**config.mk**
```make
export PLATFORM = sky130hd
export DESIGN_NAME = jps_sweep
export DESIGN_NICKNAME = d
export VERILOG_FILES = /design/src/design/jacobi_poisson_1d_sweeps_top_defines.svh /design/src/design/jps_pkg.sv /design/src/design/jps_relax.sv /design/src/design/jps_sweep.sv
export SDC_FILE = /design/constraint.sdc
export NUM_CORES = 2
export LEC_CHECK = 0
export BUFFER_PORTS_ARGS = -buffer_cell sky130_fd_sc_hd__buf_2
export CORE_MARGIN = 2
export CORE_UTILIZATION = 65
export CTS_CLUSTER_DIAMETER = 50
export CTS_CLUSTER_SIZE = 10
export DETAILED_ROUTE_END_ITERATION = 16
export PLACE_DENSITY = 0.84
export SLEW_MARGIN = 20
export SYNTH_ARGS = -nofsm -noshare
export SYNTH_HDL_FRONTEND = slang
export SYNTH_HIERARCHICAL = 1
export SYNTH_SLANG_ARGS = --single-unit
```
**constraint.sdc**
```tcl
create_clock -name clk -period 10.3 [get_ports clk]
set_input_delay 2.06 -clock clk [delete_from_list [all_inputs] [get_ports clk]]
set_output_delay 2.06 -clock clk [all_outputs]
set_load 0.01 [all_outputs]
```
**src/design/jacobi_poisson_1d_sweeps_top_defines.svh**
```systemverilog
// Assertion macros shared by the Jacobi sweep block.
`ifndef JACOBI_POISSON_1D_SWEEPS_TOP_DEFINES_SVH
`define JACOBI_POISSON_1D_SWEEPS_TOP_DEFINES_SVH

// The condition must hold in the same cycle as the trigger.
`define JPS_ASSERT_SAME(label, pre, post) \
  label: assert property (@(posedge clk) disable iff (rst) (pre) |-> (post)) \
    else $error("Jacobi sweep block: same-cycle check failed.");

// The condition must hold in the cycle after the trigger.
`define JPS_ASSERT_NEXT(label, pre, post) \
  label: assert property (@(posedge clk) disable iff (rst) (pre) |=> (post)) \
    else $error("Jacobi sweep block: next-cycle check failed.");

`endif

```
**src/design/jps_pkg.sv**
```systemverilog
// Types and constants of the Jacobi sweep block.
`default_nettype none
package jps_pkg;

  localparam int DATA_W    = 32;
  localparam int IDX_W     = 11;
  localparam int SWEEP_W   = 16;
  localparam int REQ_W     = 2;
  localparam int REG_IDX_W = 2;

  localparam logic [REQ_W-1:0] REQ_WRITE = 2'd0;
  localparam logic [REQ_W-1:0] REQ_RUN   = 2'd1;
  localparam logic [REQ_W-1:0] REQ_READ  = 2'd2;

  localparam logic [REG_IDX_W-1:0] REG_INTERVAL_COUNT = 2'd0;
  localparam logic [REG_IDX_W-1:0] REG_SWEEP_COUNT    = 2'd1;
  localparam logic [REG_IDX_W-1:0] REG_STEP_SQUARED   = 2'd2;

  localparam logic [IDX_W-1:0]   INTERVAL_COUNT_RESET = 11'd100;
  localparam logic [SWEEP_W-1:0] SWEEP_COUNT_RESET    = 16'd100;
  localparam logic [DATA_W-1:0]  STEP_SQUARED_RESET   = 32'd429497;

  localparam int MIN_RUN_INTERVALS = 2;

  typedef struct packed {
    logic [REQ_W-1:0]         req_type;
    logic [IDX_W-1:0]         point_index;
    logic signed [DATA_W-1:0] solution_in;
    logic signed [DATA_W-1:0] source_in;
  } req_t;

  typedef struct packed {
    logic signed [DATA_W-1:0] solution_out;
    logic                     status;
  } resp_t;

  typedef struct packed {
    logic u_re;
    logic scr_re;
    logic src_re;
  } rd_en_t;

  typedef struct packed {
    logic u_we;
    logic scr_we;
  } wr_en_t;

  typedef struct packed {
    logic busy;
    logic done;
  } sweep_stat_t;

endpackage
`default_nettype wire

```
**src/design/jps_relax.sv**
```systemverilog
// Relaxation datapath: registered h2*f product, then halved saturating three-term sum.
`default_nettype none
module jps_relax import jps_pkg::*; (
  input  logic                     clk,
  input  logic                     load,
  input  logic signed [DATA_W-1:0] src,
  input  logic [DATA_W-1:0]        h2,
  input  logic signed [DATA_W-1:0] left,
  input  logic signed [DATA_W-1:0] right,
  output logic signed [DATA_W-1:0] result
);

  logic signed [2*DATA_W:0]   prod;
  logic signed [DATA_W-1:0]   term;
  logic signed [DATA_W-1:0]   left_q;
  logic signed [DATA_W-1:0]   right_q;
  logic signed [DATA_W+1:0]   sum;
  logic signed [DATA_W:0]     halved;

  assign prod = src * $signed({1'b0, h2});

  always_ff @(posedge clk) begin
    if (load) begin
      term    <= prod[2*DATA_W-1:DATA_W];
      left_q  <= left;
      right_q <= right;
    end
  end

  always_comb begin
    sum = {{2{left_q[DATA_W-1]}}, left_q} + {{2{right_q[DATA_W-1]}}, right_q}
        + {{2{term[DATA_W-1]}}, term};
    halved = sum[DATA_W+1:1];
    if (halved[DATA_W] != halved[DATA_W-1]) begin
      result = halved[DATA_W] ? {1'b1, {(DATA_W-1){1'b0}}} : {1'b0, {(DATA_W-1){1'b1}}};
    end else begin
      result = halved[DATA_W-1:0];
    end
  end

endmodule
`default_nettype wire

```
**src/design/jps_sweep.sv**
```systemverilog
// Sweep sequencer: streams each store through a sliding window and writes relaxed points back.
`default_nettype none
module jps_sweep import jps_pkg::*; #(
  parameter int AW = 11,
  parameter int NW = 11
) (
  input  logic                     clk,
  input  logic                     rst,
  input  logic                     start,
  input  logic [NW-1:0]            n,
  input  logic [SWEEP_W-1:0]       passes,
  input  logic [DATA_W-1:0]        h2,
  input  logic                     resp_free,
  input  logic signed [DATA_W-1:0] u_rdata,
  input  logic signed [DATA_W-1:0] scr_rdata,
  input  logic signed [DATA_W-1:0] src_rdata,
  output rd_en_t                   rd_en,
  output logic [AW-1:0]            rd_addr,
  output logic [AW-1:0]            src_addr,
  output wr_en_t                   wr_en,
  output logic [AW-1:0]            wr_addr,
  output logic signed [DATA_W-1:0] wr_data,
  output sweep_stat_t              stat
);

  localparam int JW = NW + 1;

  typedef enum logic [1:0] {S_IDLE, S_SWEEP, S_DRAIN, S_FINISH} state_t;

  state_t               state;
  logic [JW-1:0]        j;
  logic                 half;
  logic [SWEEP_W-1:0]   pass_left;
  logic                 drain_cnt;
  logic [NW-1:0]        n_reg;

  logic                 d1_valid;
  logic [JW-1:0]        d1_j;
  logic                 d1_half;

  logic                 d2_valid;
  logic                 d2_copy;
  logic                 d2_half;
  logic [AW-1:0]        d2_addr;
  logic signed [DATA_W-1:0] d2_copyval;

  logic signed [DATA_W-1:0] win1;
  logic signed [DATA_W-1:0] win2;

  logic [JW-1:0]        n_ext;
  logic [JW-1:0]        n_p1;
  logic                 issue;
  logic                 issue_rd;
  logic                 last_issue;
  logic signed [DATA_W-1:0] data;
  logic                 d1_in_range;
  logic                 relax_load;
  logic                 copy_first;
  logic                 copy_last;
  logic signed [DATA_W-1:0] relax_result;

  always_comb begin
    n_ext       = JW'(n_reg);
    n_p1        = n_ext + JW'(1);
    issue       = (state == S_SWEEP);
    issue_rd    = issue && (j <= n_ext);
    last_issue  = issue && (j == n_p1);
    rd_en.u_re   = issue_rd && !half;
    rd_en.scr_re = issue_rd && half;
    rd_en.src_re = issue;
    rd_addr     = AW'(j);
    src_addr    = (j == '0) ? '0 : AW'(j - JW'(1));

    data        = d1_half ? scr_rdata : u_rdata;
    d1_in_range = d1_valid && (d1_j <= n_ext);
    relax_load  = d1_in_range && (d1_j >= JW'(2));
    copy_first  = d1_valid && (d1_j == '0);
    copy_last   = d1_valid && (d1_j == n_p1);

    wr_en.u_we   = d2_valid && d2_half;
    wr_en.scr_we = d2_valid && !d2_half;
    wr_addr      = d2_addr;
    wr_data      = d2_copy ? d2_copyval : relax_result;

    stat.busy = (state != S_IDLE);
    stat.done = (state == S_FINISH) && resp_free;
  end

  jps_relax u_relax (
    .clk    (clk),
    .load   (relax_load),
    .src    (src_rdata),
    .h2     (h2),
    .left   (win2),
    .right  (data),
    .result (relax_result)
  );

  always_ff @(posedge clk) begin
    if (rst) begin
      state     <= S_IDLE;
      j         <= '0;
      half      <= 1'b0;
      pass_left <= '0;
      drain_cnt <= 1'b0;
      d1_valid  <= 1'b0;
      d2_valid  <= 1'b0;
    end else begin
      d1_valid <= issue;
      d2_valid <= relax_load || copy_first || copy_last;
      case (state)
        S_IDLE: begin
          if (start) begin
            state     <= S_SWEEP;
            j         <= '0;
            half      <= 1'b0;
            pass_left <= passes;
          end
        end
        S_SWEEP: begin
          j <= j + JW'(1);
          if (last_issue) begin
            state     <= S_DRAIN;
            drain_cnt <= 1'b0;
          end
        end
        S_DRAIN: begin
          drain_cnt <= 1'b1;
          if (drain_cnt) begin
            j <= '0;
            if (!half) begin
              half  <= 1'b1;
              state <= S_SWEEP;
            end else if (pass_left > SWEEP_W'(1)) begin
              half      <= 1'b0;
              pass_left <= pass_left - SWEEP_W'(1);
              state     <= S_SWEEP;
            end else begin
              state <= S_FINISH;
            end
          end
        end
        S_FINISH: begin
          if (resp_free) begin
            state <= S_IDLE;
          end
        end
        default: begin
          state <= S_IDLE;
        end
      endcase
    end
  end

  always_ff @(posedge clk) begin
    if (start && state == S_IDLE) begin
      n_reg <= n;
    end
    d1_j    <= j;
    d1_half <= half;
    d2_half <= d1_half;
    d2_copy <= copy_first || copy_last;
    if (copy_first) begin
      d2_addr    <= '0;
      d2_copyval <= data;
    end else if (copy_last) begin
      d2_addr    <= AW'(n_reg);
      d2_copyval <= win1;
    end else begin
      d2_addr    <= AW'(d1_j - JW'(1));
      d2_copyval <= data;
    end
    if (d1_in_range) begin
      win2 <= win1;
      win1 <= data;
    end
  end

endmodule
`default_nettype wire

```
==> flow_summary.json <==
{
  "drtIter0Drc": 2953,
  "register_area_mm2": 0.00698,
  "wl_per_cell_um": 21.5,
  "dr_total_vias": 34000,
  "final_cell_mix": "fa_1 (928), inv_1 (903), and2_1 (654), nand2_1 (434), ha_1 (350)",
  "routed_wl_um": 124000,
  "multiInputGateArea_mm2": 0.0351,
  "ys.flop_type": "edfxtp_1",
  "drc": 0,
  "rr_endpoint": "u_relax/term[4]",
  "arrival_ps": 9770,
  "status": "finished, final reports clean",
  "cp-end-kind": "flop",
  "synth.distinct_cells": 96,
  "required_ps": 10570,
  "seq_area_frac_synth_pct": 15.0,
  "ctsResizeCount": 0,
  "synth-edff-count": 171,
  "first_pass_iters": 6,
  "antenna_left": 0,
  "rr_startpoint": "n_reg[2]",
  "slew_headroom_pct": 31.9,
  "drv_cap": 0,
  "num_rows": 98,
  "die-area_mm2": 0.0738,
  "cts_max_level": 2,
  "antenna_found_initial": 12,
  "coreArea_mm2": 0.0712,
  "crit_start": "src_rdata[8]",
  "postCtsSetupBuffers": 0,
  "async_reset_ff_share_pct": 0,
  "period_share_pct": 92.2,
  "critical_path.endpoint": "u_relax/term[26]",
  "setup_viol": 0,
  "r2r_slack_ps": 6590,
  "grt_usage_pct": 34.7,
  "gp_congestion": 1.00,
  "via_per_inst": 5.91,
  "path_common_cell": "fa_1",
  "die_x_um": 272,
  "reg2regPathDepth": 8,
  "synthesis.nets": 6158,
  "clkTransAtPathRegs_ps": 60,
  "slowest_stage": "buf_2",
  "first_global_vias": 37200,
  "drv_slew": 0,
  "pin_count": 231,
  "cts_tree": "yes",
  "overflow": 0,
  "nets": 6209,
  "cp_cell_sequence": "buf_2 -> and2_1 -> fa_1 -> fa_1 -> inv_1 -> fa_1 -> fa_1 -> fa_1 -> inv_1 -> fa_1 -> fa_1 -> fa_1 -> ha_1 -> nand4_1 -> nor3_2 -> nand4_1 -> o2111ai_2 -> a311o_1 -> and3_4 -> nor4_4 -> o31ai_1 -> a21oi_1 -> xnor2_1",
  "rsz0062_at_grt": "no",
  "cpPeakStageDelay_ps": 600,
  "die_h_um": 272,
  "crit_path_max_fanout": 32,
  "finalHoldViolCount": 0,
  "grt_max_degree": 65,
  "finalClockSkew_ps": 23.0,
  "startpoint_type": "input pin",
  "netlist_area_mm2": 0.0465,
  "tns_ps": 0,
  "initial_utilization_pct": 65.3,
  "cts_buffers": 36,
  "clock-sinks": 263,
  "fmax_mhz": 105,
  "drive_gt1_share_pct": 9.78,
  "syn_inst": 4721,
  "clockBufferDepth": 3,
  "port_buffers": 230,
  "insertion_delay_ps": 540,
  "cts-root-buf": "clkbuf_16",
  "tightest_slew_ps": 1010,
  "layout_commonest_cell": "fa_1",
  "grt_pass1_wl_um": 198000,
  "fin_crit_ps": 9500,
  "syn_to_final_growth_pct": 6.02,
  "worstHoldPathType": "flop to flop",
  "syn_area_per_cell_um2": 9.86,
  "place_hpwl_um": 93800,
  "critical_path_class": "input pin to flop",
  "fillers": 5228,
  "hold_buffers": 0,
  "yosys_warnings": 6,
  "synth-seq-cells": 263
}
[metrics by stage]
| step | utilization, % | cell area [um2] | hold slack, ps | worst slack, ps | instances |
|---|---|---|---|---|---|
| floorplan | - | 46500 | 329 | 1140 | 4721 |
| global placement | 67.6 | 48200 | 402 | 542 | 5684 |
| detailed placement | 67.6 | 48200 | 405 | 378 | 5684 |
| CTS | 69.2 | 49300 | 413 | 905 | 5747 |
| global route | 69.2 | 49300 | 416 | 580 | 5750 |
| finish | 69.3 | 49300 | 410 | 800 | 5756 |
[worst min path at each step]
stage	start	endpoint	slack, ps	cells past startpoint
5_1_grt	win2[14]	u_relax/left_q[14]	420	0
2_1_floorplan	j[11]	d1_j[11]	330	0
6_report	win2[26]	u_relax/left_q[26]	410	0
4_1_cts	win2[26]	u_relax/left_q[26]	410	0
3_3_place_gp	win2[0]	u_relax/left_q[0]	400	0
3_5_place_dp	win2[8]	u_relax/left_q[8]	410	0
[cells by family after synthesis]
kind of cell / count (synthesis) / share of synthesized area (%)
adder cells (fa/ha/maj): 1279 / 49.4
flip-flops: 263 / 15.0
AND/OR/NAND/NOR: 1407 / 16.1
XOR/XNOR: 111 / 2.12
buffers and inverters: 1175 / 9.68
AO/OA/AOI/OAI: 389 / 5.40
multiplexers: 97 / 2.34
[Yosys cell counts, types with 4 or more instances]
cell / n / area share, %
o21a_1: 11 / 0.18
a311oi_1: 4 / 0.075
o21bai_1: 8 / 0.13
buf_4: 19 / 0.31
buf_2: 9 / 0.097
a21boi_0: 4 / 0.065
nor3_1: 32 / 0.34
dfxtp_1: 92 / 4.0
xor2_1: 47 / 0.88
nand4_1: 30 / 0.40
o21ai_0: 68 / 0.73
buf_1: 8 / 0.065
inv_1: 903 / 7.3
a21o_1: 43 / 0.69
and3_1: 20 / 0.27
o31ai_1: 10 / 0.16
nand2_1: 435 / 3.5
o21ai_1: 18 / 0.19
ha_1: 350 / 9.4
a21oi_1: 129 / 1.4
fa_1: 928 / 40
nor2_1: 112 / 0.90
a31oi_1: 17 / 0.23
nand3_1: 26 / 0.28
a22o_1: 5 / 0.094
nand2b_1: 25 / 0.34
and2_1: 655 / 8.8
or3_1: 6 / 0.081
nor2b_1: 15 / 0.20
xnor2_1: 63 / 1.2
a211oi_1: 24 / 0.39
or2_2: 7 / 0.094
nor4_1: 14 / 0.19
edfxtp_1: 171 / 11
mux2_2: 93 / 2.3
clkbuf_1: 230 / 1.9
[critical path, delay by kind of cell]
kind	cells	cell delay (ps)
adders and majority gates	9	4420
AOI/OAI and AO/OA	4	1290
and+or+nand+nor	6	1140
buffers and inverters	3	710
xor gates and xnor gates	1	140
[metal layers]
metal / up-vias / track usage [%] / part of all wire, %
li1: 14600 / - / -
met4: 12 / 18.2 / 6.0
met5: - / 0 / 0.061
met3: 465 / 7.81 / 9.2
met2: 1772 / 57.0 / 48
met1: 17200 / 43.0 / 37
[final cells by class]
cell class	instances	area share (%)
Antenna cell	9	0.0456
Clock buffer	51	1.96
Clock inverter	12	0.327
Inverter	906	6.89
Multi-Input combinational cell	3283	71.1
Sequential cell	263	14.1
Tap cell	950	2.41
Timing Repair Buffer	282	3.15
Power is left out: the tool's default activity adds up to more than one toggle a clock period on the data nets, which glitch-free logic cannot reach.
